## src/rtl/kbd_pkg.sv

```systemverilog
package kbd_pkg;

  // Matrix geometry
  localparam int ROWS = 4;
  localparam int COLS = 4;
  localparam int KEYS = 16;

  // Field widths
  localparam int ROW_W  = 2;
  localparam int LVL_W  = 4;
  localparam int KIND_W = 2;
  localparam int SC_W   = 4;
  localparam int PR_W   = 4;
  localparam int MAP_W  = 16;

  // Scan index into the key map
  localparam int IDX_W = (KEYS > 1) ? $clog2(KEYS) : 1;

  // Job queue between front and back
  localparam int Q_DEPTH = 2;
  localparam int Q_PW    = (Q_DEPTH > 1) ? $clog2(Q_DEPTH) : 1;
  localparam int Q_CW    = $clog2(Q_DEPTH + 1);

  // Event kinds
  localparam logic [KIND_W-1:0] EV_PRESS   = 2'd0;
  localparam logic [KIND_W-1:0] EV_RELEASE = 2'd1;
  localparam logic [KIND_W-1:0] EV_DONE    = 2'd2;

  typedef enum logic [1:0] {
    BK_IDLE,
    BK_SCAN,
    BK_CLOSE
  } back_state_t;

  // front -> queue
  typedef struct packed {
    logic             push;
    logic [MAP_W-1:0] map;
  } q_wr_t;

  // queue -> back
  typedef struct packed {
    logic             valid;
    logic [MAP_W-1:0] map;
  } q_rd_t;

  // All valid key bits of row r
  function automatic logic [MAP_W-1:0] row_key_mask(input int r);
    logic [MAP_W-1:0] m;
    int code;
    m = '0;
    for (int c = 0; c < COLS; c++) begin
      code = r * COLS + c;
      if (code < KEYS && code < MAP_W) m[code] = 1'b1;
    end
    return m;
  endfunction

  // Pressed keys of one sampled row, placed at their scancodes
  function automatic logic [MAP_W-1:0] row_sample_map(input int r,
                                                       input logic [LVL_W-1:0] lv);
    logic [MAP_W-1:0] m;
    int code;
    m = '0;
    for (int c = 0; c < COLS && c < LVL_W; c++) begin
      code = r * COLS + c;
      if (code < KEYS && code < MAP_W && !lv[c]) m[code] = 1'b1;
    end
    return m;
  endfunction

endpackage

```

## src/rtl/kbd_if.sv

```systemverilog
interface kbd_in_if import kbd_pkg::*; ();
  logic             valid;
  logic             ready;
  logic [ROW_W-1:0] row_index;
  logic             second_pass;
  logic [LVL_W-1:0] column_levels;

  modport source(output valid, row_index, second_pass, column_levels, input ready);
  modport sink(input valid, row_index, second_pass, column_levels, output ready);
endinterface

interface kbd_out_if import kbd_pkg::*; ();
  logic              valid;
  logic              ready;
  logic [KIND_W-1:0] event_kind;
  logic [SC_W-1:0]   scancode;
  logic [PR_W-1:0]   pressed_rows;
  logic              last_of_run;

  modport source(output valid, event_kind, scancode, pressed_rows, last_of_run,
                 input ready);
  modport sink(input valid, event_kind, scancode, pressed_rows, last_of_run,
               output ready);
endinterface

```

## src/rtl/kbd_front.sv

```systemverilog
module kbd_front import kbd_pkg::*; (
  input  logic             clk,
  input  logic             rst_n,
  input  logic             in_valid,
  output logic             in_ready,
  input  logic [ROW_W-1:0] in_row_index,
  input  logic             in_second_pass,
  input  logic [LVL_W-1:0] in_column_levels,
  input  logic             q_full,
  output q_wr_t            q_wr
);

  logic [MAP_W-1:0] pass1_r, pass1_nxt;
  logic [MAP_W-1:0] pass2_r, pass2_nxt;
  logic [MAP_W-1:0] rowmap, rowmask, pass2_upd;
  logic             take, row_ok, done;

  assign in_ready = !q_full;
  assign take     = in_valid && in_ready;
  assign row_ok   = int'(in_row_index) < ROWS;
  assign done     = row_ok && in_second_pass && (int'(in_row_index) == ROWS - 1);

  assign rowmap    = row_sample_map(int'(in_row_index), in_column_levels);
  assign rowmask   = row_key_mask(int'(in_row_index));
  assign pass2_upd = (pass2_r & ~rowmask) | rowmap;

  always_comb begin
    pass1_nxt  = pass1_r;
    pass2_nxt  = pass2_r;
    q_wr.push  = 1'b0;
    q_wr.map   = pass1_r & pass2_upd;
    if (take && row_ok) begin
      if (!in_second_pass) begin
        pass1_nxt = (pass1_r & ~rowmask) | rowmap;
      end else if (done) begin
        // scan closes: hand debounced map to the back end, start fresh
        q_wr.push = 1'b1;
        pass1_nxt = '0;
        pass2_nxt = '0;
      end else begin
        pass2_nxt = pass2_upd;
      end
    end
  end

  always_ff @(posedge clk) begin
    if (!rst_n) begin
      pass1_r <= '0;
      pass2_r <= '0;
    end else begin
      pass1_r <= pass1_nxt;
      pass2_r <= pass2_nxt;
    end
  end

endmodule

```

## src/rtl/kbd_queue.sv

```systemverilog
module kbd_queue import kbd_pkg::*; (
  input  logic  clk,
  input  logic  rst_n,
  input  q_wr_t q_wr,
  output logic  q_full,
  output q_rd_t q_rd,
  input  logic  q_pop
);

  logic [MAP_W-1:0] mem_r [Q_DEPTH];
  logic [Q_PW-1:0]  wp_r, rp_r;
  logic [Q_CW-1:0]  cnt_r, cnt_nxt;
  logic             do_push, do_pop;

  assign q_full     = (int'(cnt_r) == Q_DEPTH);
  assign q_rd.valid = (cnt_r != '0);
  assign q_rd.map   = mem_r[rp_r];
  assign do_push    = q_wr.push && !q_full;
  assign do_pop     = q_pop && q_rd.valid;

  always_comb begin
    cnt_nxt = cnt_r;
    if (do_push && !do_pop)      cnt_nxt = cnt_r + Q_CW'(1);
    else if (do_pop && !do_push) cnt_nxt = cnt_r - Q_CW'(1);
  end

  always_ff @(posedge clk) begin
    if (do_push) mem_r[wp_r] <= q_wr.map;
  end

  always_ff @(posedge clk) begin
    if (!rst_n) begin
      wp_r  <= '0;
      rp_r  <= '0;
      cnt_r <= '0;
    end else begin
      cnt_r <= cnt_nxt;
      if (do_push) wp_r <= (int'(wp_r) == Q_DEPTH - 1) ? '0 : wp_r + Q_PW'(1);
      if (do_pop)  rp_r <= (int'(rp_r) == Q_DEPTH - 1) ? '0 : rp_r + Q_PW'(1);
    end
  end

  // front must never push into a full queue, back never pops an empty one
  a_no_push_full: assert property (@(posedge clk) disable iff (!rst_n)
    !(q_wr.push && q_full)) else $error("push while queue full");
  a_no_pop_empty: assert property (@(posedge clk) disable iff (!rst_n)
    !(q_pop && !q_rd.valid)) else $error("pop while queue empty");

endmodule

```

## src/rtl/kbd_back.sv

```systemverilog
module kbd_back import kbd_pkg::*; (
  input  logic              clk,
  input  logic              rst_n,
  input  q_rd_t             q_rd,
  output logic              q_pop,
  output logic              out_valid,
  input  logic              out_ready,
  output logic [KIND_W-1:0] out_event_kind,
  output logic [SC_W-1:0]   out_scancode,
  output logic [PR_W-1:0]   out_pressed_rows,
  output logic              out_last_of_run
);

  back_state_t       state_r, state_nxt;
  logic [IDX_W-1:0]  idx_r, idx_nxt;
  logic [MAP_W-1:0]  held_r, held_nxt;
  logic              ov_r, ov_nxt;
  logic [KIND_W-1:0] kind_r, kind_nxt;
  logic [SC_W-1:0]   sc_r, sc_nxt;
  logic [PR_W-1:0]   pr_r, pr_nxt;
  logic              last_r, last_nxt;
  logic              load_ok, key_now, key_was, idx_end;
  logic [PR_W-1:0]   rows_held;

  assign load_ok = !ov_r || out_ready;
  assign key_now = q_rd.map[idx_r];
  assign key_was = held_r[idx_r];
  assign idx_end = (int'(idx_r) == KEYS - 1);

  always_comb begin
    rows_held = '0;
    for (int r = 0; r < ROWS && r < PR_W; r++) begin
      rows_held[r] = |(held_r & row_key_mask(r));
    end
  end

  // next state
  always_comb begin
    state_nxt = state_r;
    unique case (state_r)
      BK_IDLE:  if (q_rd.valid) state_nxt = BK_SCAN;
      BK_SCAN:  if (load_ok && idx_end) state_nxt = BK_CLOSE;
      BK_CLOSE: if (load_ok) state_nxt = BK_IDLE;
      default:  state_nxt = BK_IDLE;
    endcase
  end

  // datapath and outputs
  always_comb begin
    idx_nxt  = idx_r;
    held_nxt = held_r;
    ov_nxt   = ov_r && !out_ready;
    kind_nxt = kind_r;
    sc_nxt   = sc_r;
    pr_nxt   = pr_r;
    last_nxt = last_r;
    q_pop    = 1'b0;
    unique case (state_r)
      BK_IDLE: begin
        idx_nxt = '0;
      end
      BK_SCAN: begin
        if (load_ok) begin
          if (key_now != key_was) begin
            ov_nxt   = 1'b1;
            kind_nxt = key_now ? EV_PRESS : EV_RELEASE;
            sc_nxt   = SC_W'(idx_r);
            pr_nxt   = '0;
            last_nxt = 1'b0;
            held_nxt[idx_r] = key_now;
          end
          if (!idx_end) idx_nxt = idx_r + IDX_W'(1);
        end
      end
      BK_CLOSE: begin
        if (load_ok) begin
          ov_nxt   = 1'b1;
          kind_nxt = EV_DONE;
          sc_nxt   = '0;
          pr_nxt   = rows_held;
          last_nxt = 1'b1;
          q_pop    = 1'b1;
        end
      end
      default: ;
    endcase
  end

  always_ff @(posedge clk) begin
    if (!rst_n) begin
      state_r <= BK_IDLE;
      idx_r   <= '0;
      held_r  <= '0;
      ov_r    <= 1'b0;
    end else begin
      state_r <= state_nxt;
      idx_r   <= idx_nxt;
      held_r  <= held_nxt;
      ov_r    <= ov_nxt;
    end
  end

  always_ff @(posedge clk) begin
    kind_r <= kind_nxt;
    sc_r   <= sc_nxt;
    pr_r   <= pr_nxt;
    last_r <= last_nxt;
  end

  assign out_valid        = ov_r;
  assign out_event_kind   = kind_r;
  assign out_scancode     = sc_r;
  assign out_pressed_rows = pr_r;
  assign out_last_of_run  = last_r;

  a_pop_only_close: assert property (@(posedge clk) disable iff (!rst_n)
    q_pop |-> (state_r == BK_CLOSE && q_rd.valid)) else $error("pop outside close");
  a_scan_has_job: assert property (@(posedge clk) disable iff (!rst_n)
    (state_r == BK_SCAN) |-> q_rd.valid) else $error("scanning without job");
  a_close_after_last_key: assert property (@(posedge clk) disable iff (!rst_n)
    (state_r == BK_SCAN && state_nxt == BK_CLOSE) |-> idx_end)
    else $error("close before last key");

endmodule

```

## src/rtl/keypad_matrix_scan_debounce.sv

```systemverilog
// Channel   Dir  Payload                                              Handshake
// in_ch     in   row_index[1:0] second_pass column_levels[3:0]        valid/ready
// out_ch    out  event_kind[1:0] scancode[3:0] pressed_rows[3:0] last valid/ready
//
// A sample that does not close a scan is folded into the pass maps when taken.
// A closing sample (second pass, last row) is taken the same way; it queues a
// debounced map. The back end walks one key per cycle while the output is not
// stalled: an idle state, a scan state over all KEYS keys and one closing item.
// rst_n (sync, active low) clears pass maps, held keys, queue and output valid.
// Output stalls hold the key walk; in_ready drops only while the 2-deep job
// queue is full.
module keypad_matrix_scan_debounce import kbd_pkg::*; (
  input logic       clk,
  input logic       rst_n,
  kbd_in_if.sink    in_ch,
  kbd_out_if.source out_ch
);

  q_wr_t q_wr;
  q_rd_t q_rd;
  logic  q_full;
  logic  q_pop;

  // Front end: folds row samples into the two pass maps, emits debounced map.
  kbd_front u_front (
    .clk              (clk),
    .rst_n            (rst_n),
    .in_valid         (in_ch.valid),
    .in_ready         (in_ch.ready),
    .in_row_index     (in_ch.row_index),
    .in_second_pass   (in_ch.second_pass),
    .in_column_levels (in_ch.column_levels),
    .q_full           (q_full),
    .q_wr             (q_wr)
  );

  // Short job queue decoupling sampling from event generation.
  kbd_queue u_queue (
    .clk    (clk),
    .rst_n  (rst_n),
    .q_wr   (q_wr),
    .q_full (q_full),
    .q_rd   (q_rd),
    .q_pop  (q_pop)
  );

  // Back end: diffs each map against held keys, one key per cycle unless the
  // output stalls, registered output transaction, then the closing row summary.
  kbd_back u_back (
    .clk              (clk),
    .rst_n            (rst_n),
    .q_rd             (q_rd),
    .q_pop            (q_pop),
    .out_valid        (out_ch.valid),
    .out_ready        (out_ch.ready),
    .out_event_kind   (out_ch.event_kind),
    .out_scancode     (out_ch.scancode),
    .out_pressed_rows (out_ch.pressed_rows),
    .out_last_of_run  (out_ch.last_of_run)
  );

endmodule
```

## src/flat_wrapper.sv

```systemverilog
// flat-port wrapper written by rule: the top's interface ports become plain ports
module keypad_matrix_scan_debounce_flat import kbd_pkg::*;
  (clk, rst_n, in_ch_valid, in_ch_row_index, in_ch_second_pass, in_ch_column_levels, in_ch_ready, out_ch_valid, out_ch_event_kind, out_ch_scancode, out_ch_pressed_rows, out_ch_last_of_run, out_ch_ready);
  kbd_in_if in_ch_i ();
  kbd_out_if out_ch_i ();
  input logic clk;
  input logic rst_n;
  input wire logic [$bits(in_ch_i.valid)-1:0] in_ch_valid;
  input wire logic [$bits(in_ch_i.row_index)-1:0] in_ch_row_index;
  input wire logic [$bits(in_ch_i.second_pass)-1:0] in_ch_second_pass;
  input wire logic [$bits(in_ch_i.column_levels)-1:0] in_ch_column_levels;
  output wire logic [$bits(in_ch_i.ready)-1:0] in_ch_ready;
  output wire logic [$bits(out_ch_i.valid)-1:0] out_ch_valid;
  output wire logic [$bits(out_ch_i.event_kind)-1:0] out_ch_event_kind;
  output wire logic [$bits(out_ch_i.scancode)-1:0] out_ch_scancode;
  output wire logic [$bits(out_ch_i.pressed_rows)-1:0] out_ch_pressed_rows;
  output wire logic [$bits(out_ch_i.last_of_run)-1:0] out_ch_last_of_run;
  input wire logic [$bits(out_ch_i.ready)-1:0] out_ch_ready;
  assign in_ch_i.valid = in_ch_valid;
  assign in_ch_i.row_index = in_ch_row_index;
  assign in_ch_i.second_pass = in_ch_second_pass;
  assign in_ch_i.column_levels = in_ch_column_levels;
  assign in_ch_ready = in_ch_i.ready;
  assign out_ch_valid = out_ch_i.valid;
  assign out_ch_event_kind = out_ch_i.event_kind;
  assign out_ch_scancode = out_ch_i.scancode;
  assign out_ch_pressed_rows = out_ch_i.pressed_rows;
  assign out_ch_last_of_run = out_ch_i.last_of_run;
  assign out_ch_i.ready = out_ch_ready;
  keypad_matrix_scan_debounce u_core (.clk(clk), .rst_n(rst_n), .in_ch(in_ch_i), .out_ch(out_ch_i));
endmodule
```

## config.mk

```make
export PLATFORM = sky130hd
export DESIGN_NAME = keypad_matrix_scan_debounce_flat
export DESIGN_NICKNAME = d
export VERILOG_FILES = /design/src/rtl/kbd_pkg.sv /design/src/rtl/kbd_if.sv /design/src/rtl/kbd_front.sv /design/src/rtl/kbd_queue.sv /design/src/rtl/kbd_back.sv /design/src/rtl/keypad_matrix_scan_debounce.sv /design/src/flat_wrapper.sv
export SDC_FILE = /design/constraint.sdc
export NUM_CORES = 1
export LEC_CHECK = 0
export BUFFER_PORTS_ARGS = -buffer_cell sky130_fd_sc_hd__buf_2
export CORE_ASPECT_RATIO = 0.5
export CORE_MARGIN = 2
export CORE_UTILIZATION = 65
export DETAILED_ROUTE_END_ITERATION = 10
export GPL_ROUTABILITY_DRIVEN = 0
export PLACE_DENSITY = 0.84
export SKIP_LAST_GASP = 1
export SYNTH_ARGS = -nofsm -noshare
export SYNTH_HDL_FRONTEND = slang
export SYNTH_SLANG_ARGS = --single-unit
```

## constraint.sdc

```tcl
create_clock -name clk -period 4.95 [get_ports clk]
set_input_delay 0.7425 -clock clk [delete_from_list [all_inputs] [get_ports clk]]
set_output_delay 0.7425 -clock clk [all_outputs]
set_load 0.05 [all_outputs]
```

==> results.yml <==
worst_setup_path:
  r2r_end: "u_core.u_back.out_scancode[1]"
  cp.arrival_ns: 3.17
  reg2regPathDepth: 5
  crit_path_cell_trace: "mux2_2, o21ai_0, o211ai_4, mux2_4, o21ai_1"
  max_stage_delay_ns: 0.88
  worstSetupStartpointType: "flip-flop"
  crit_type: "flip-flop to flip-flop"
  endpoint: "u_core.u_back.out_scancode[1]"
  cp.required_ns: 4.92
  reg2reg_slack_ns: 1.76
  crit_path_max_fanout: 21
  endpoint_kind: "flip-flop"
  slowest_stage: "dfxtp_1"
cts:
  cts_buffers: 9
  cts_tree: "done"
  clockBufferDepth: 2
  hold_buffers: 0
  cts_sinks: 103
  htree_levels: 3
  insertion_delay_ns: 0.35
  cts_resized: 0
  cts_setup_buffers: 0
  cts-root-buf: "clkbuf_16"
  clk_pin_slew_ns: 0.07
sta:
  max_clock_freq_mhz: 313
  rsz0062_at_grt: "false"
  relSlewSlack_pct: 20.1
  fin_setup_tns_ns: 0
  slew_violations: 0
  post-route-period-util_pct: 64.5
  fin_skew_ns: 0.00692
  setup_viol: 0
  layout_min_cycle_time_ns: 3.19
  worstMarginPinSlew_ns: 1.19
  final-hold-violation-count: 0
routing:
  drc: 0
  ant_nets: 0
  via_count: 3697
  drt-initial-drc-count: 639
  viasPerCell: 6.72
  firstDrtPassIters: 6
  wl_mm: 10.6
  avgRoutedWirePerCell_um: 19.3
layout:
  area.sequential_mm2: 0.00249
  final_common_cell: "dfxtp_1"
  diodes: 0
  final_cell_mix: "dfxtp_1, nand2_1, nor2_1"
  nets: 472
  multi_input_area_mm2: 0.00204
  area_delta_synth_final_pct: 9.44
  drive_gt1_share_pct: 11.6
  nFillCells: 417
  layoutNonFillerInstCount: 550
synth:
  yosysTopAreaCellShare_pct: 27.3
  synth-seq-area-share_pct: 52.7
  synth_edf_count: 43
  synth_area_mm2: 0.00473
  syn_nets: 467
  synth-async-reset-ratio_pct: 0
  synth_cells: 448
  synth_warnings: 0
  ys.flop_type: "dfxtp_1"
  ys_seq_elements: 103
  synth_top_area_cell: "edfxtp_1"
  synth.avg_cell_area_um2: 10.6
  synthDistinctLibCells: 47
  synthTopCellsByArea: "edfxtp_1, dfxtp_1, nand2_1, nor2_1, o211a_1"
pwr:
  clockPowerShare_pct: 44.4
  p_comb_share_pct: 8.1
  p_sw_share_pct: 22.3
  p_per_area_mw_per_mm2: 369
  switchingPower_uw: 426
  intPower_uw: 1490
  leakagePower_uw: 0.00204
  power.share.sequential_pct: 47.5
  peakVddDrop_mv: 0.190
placed_design:
  dp_hpwl_mm: 6.93
  io_buffers: 23
  placedCellCount: 534
floorplanning:
  initial_core_util_pct: 69.0
  fp.dieW_um: 125
  die_area_mm2: 0.00802
  io_pins: 24
  fp.coreArea_mm2: 0.00686
  fp-row-count: 21
  dieHeight_um: 64.3
min_path:
  hold_path_class: "flip-flop to flip-flop"
grt:
  grtUsageTotal_pct: 28.1
  grt_max_degree: 31
  grt_overflow: 0
  antenna_found_initial: 0
  grt_pass1_wl_mm: 17.5
  grt_pass1_vias: 3456
flow_run:
  maxCapViolCount: 0
outcome:
  status: "complete, no violations"
-- power groups by stage --
| stage | Sequential (µW) | Combinational [µW] | Clock [µW] |
|---|---|---|---|
| CTS | 908 | 151 | 849 |
| floorplan | 940 | 104 | 0 |
| finish | 908 | 155 | 848 |
| global placement | 925 | 141 | 0 |
| detailed placement | 927 | 148 | 0 |
| global route | 910 | 167 | 888 |
-- flip-flops by register name, summed over array words and instances, names as in the netlist, named ones only --
name,count
u_core.u_queue.mem_r,32
u_core.u_back.held_r,16
u_core.u_front.pass1_r,16
u_core.u_front.pass2_r,16
u_core.u_back.idx_r,4
u_core.u_back.out_pressed_rows,4
u_core.u_back.out_scancode,4
u_core.u_back.out_event_kind,2
u_core.u_back.state_r,2
u_core.u_queue.cnt_r,2
u_core.u_back.out_last_of_run,1
u_core.u_back.out_valid,1
u_core.u_queue.rp_r,1
u_core.u_queue.wp_r,1
-- critical path: cells and delay by family (launching register included) --
| kind | cells | cell delay (ns) |
|---|---|---|
| AOI/OAI and AO/OA | 3 | 1.05 |
| DFF | 1 | 0.88 |
| muxes | 2 | 0.88 |
-- kinds of logic (layout without fill, tap and decap cells) --
group	count (synthesis)	count (layout)	share of synthesized area [%]
AOI/OAI and AO/OA	102	102	17.3
xor gates and xnor gates	8	8	1.48
adders and majority gates	8	8	2.12
buffers and inverters	41	51	4.13
DFF	103	103	52.7
muxes	21	21	5.71
and+or+nand+nor	165	165	16.6
-- how the worst min path moves through the flow --
stage	startpoint	to	slack, ns	cells after the start
2_1_floorplan	u_core.u_front.pass2_r[0]	u_core.u_front.pass2_r[0]	0.45	2
3_3_place_gp	u_core.u_back.state_r[1]	u_core.u_back.state_r[1]	0.46	2
3_5_place_dp	u_core.u_front.pass2_r[0]	u_core.u_front.pass2_r[0]	0.48	2
4_1_cts	u_core.u_front.pass2_r[0]	u_core.u_front.pass2_r[0]	0.48	2
5_1_grt	u_core.u_front.pass2_r[14]	u_core.u_front.pass2_r[14]	0.51	1
6_report	u_core.u_front.pass2_r[0]	u_core.u_front.pass2_r[0]	0.48	2
-- through the flow --
stage                     hold WS [ns]  power (µW)  worst slack, ns  cell area, µm²  utilization (%)
after global placement           0.460        1070             1.92            4810             70.2
after CTS                        0.484        1910             1.75            5180             75.5
after floorplan                  0.450        1040             2.42            4730                -
final                            0.483        1910             1.76            5180             75.5
after global routing             0.510        1960             1.56            5180             75.5
after detailed placement         0.476        1070             1.78            4810             70.2
-- area by class of cell --
type | count | area share [%]
sequential | 103 | 48.1
clock inverter | 6 | 2.59
multi-input combinational | 304 | 39.5
clock buffer | 10 | 4.42
timing repair buffer | 24 | 2.37
tap | 92 | 2.22
inverter | 11 | 0.797
-- synthesized netlist by cell type, types with 5 or more instances --
cell type	number
a211oi_1	13
a21oi_1	22
and3_1	7
buf_6	5
clkbuf_1	22
dfxtp_1	60
edfxtp_1	43
ha_1	8
inv_1	11
mux2i_1	15
nand2_1	48
nand2b_1	12
nand3_1	12
nand4_1	5
nor2_1	46
nor2b_1	7
nor3_1	15
o211a_1	16
o21ai_0	8
o311ai_0	9
o311ai_1	6
o41ai_1	15
xor2_1	7
-- layer usage --
metal	wire (µm)	GRT usage, %	share of wire, %
met1	4460	35.6	42
met2	4890	45.9	46
met3	956	8.38	9.0
met4	335	11.1	3.1
met5	0	0	0
Power figures use the tool's default switching activity.
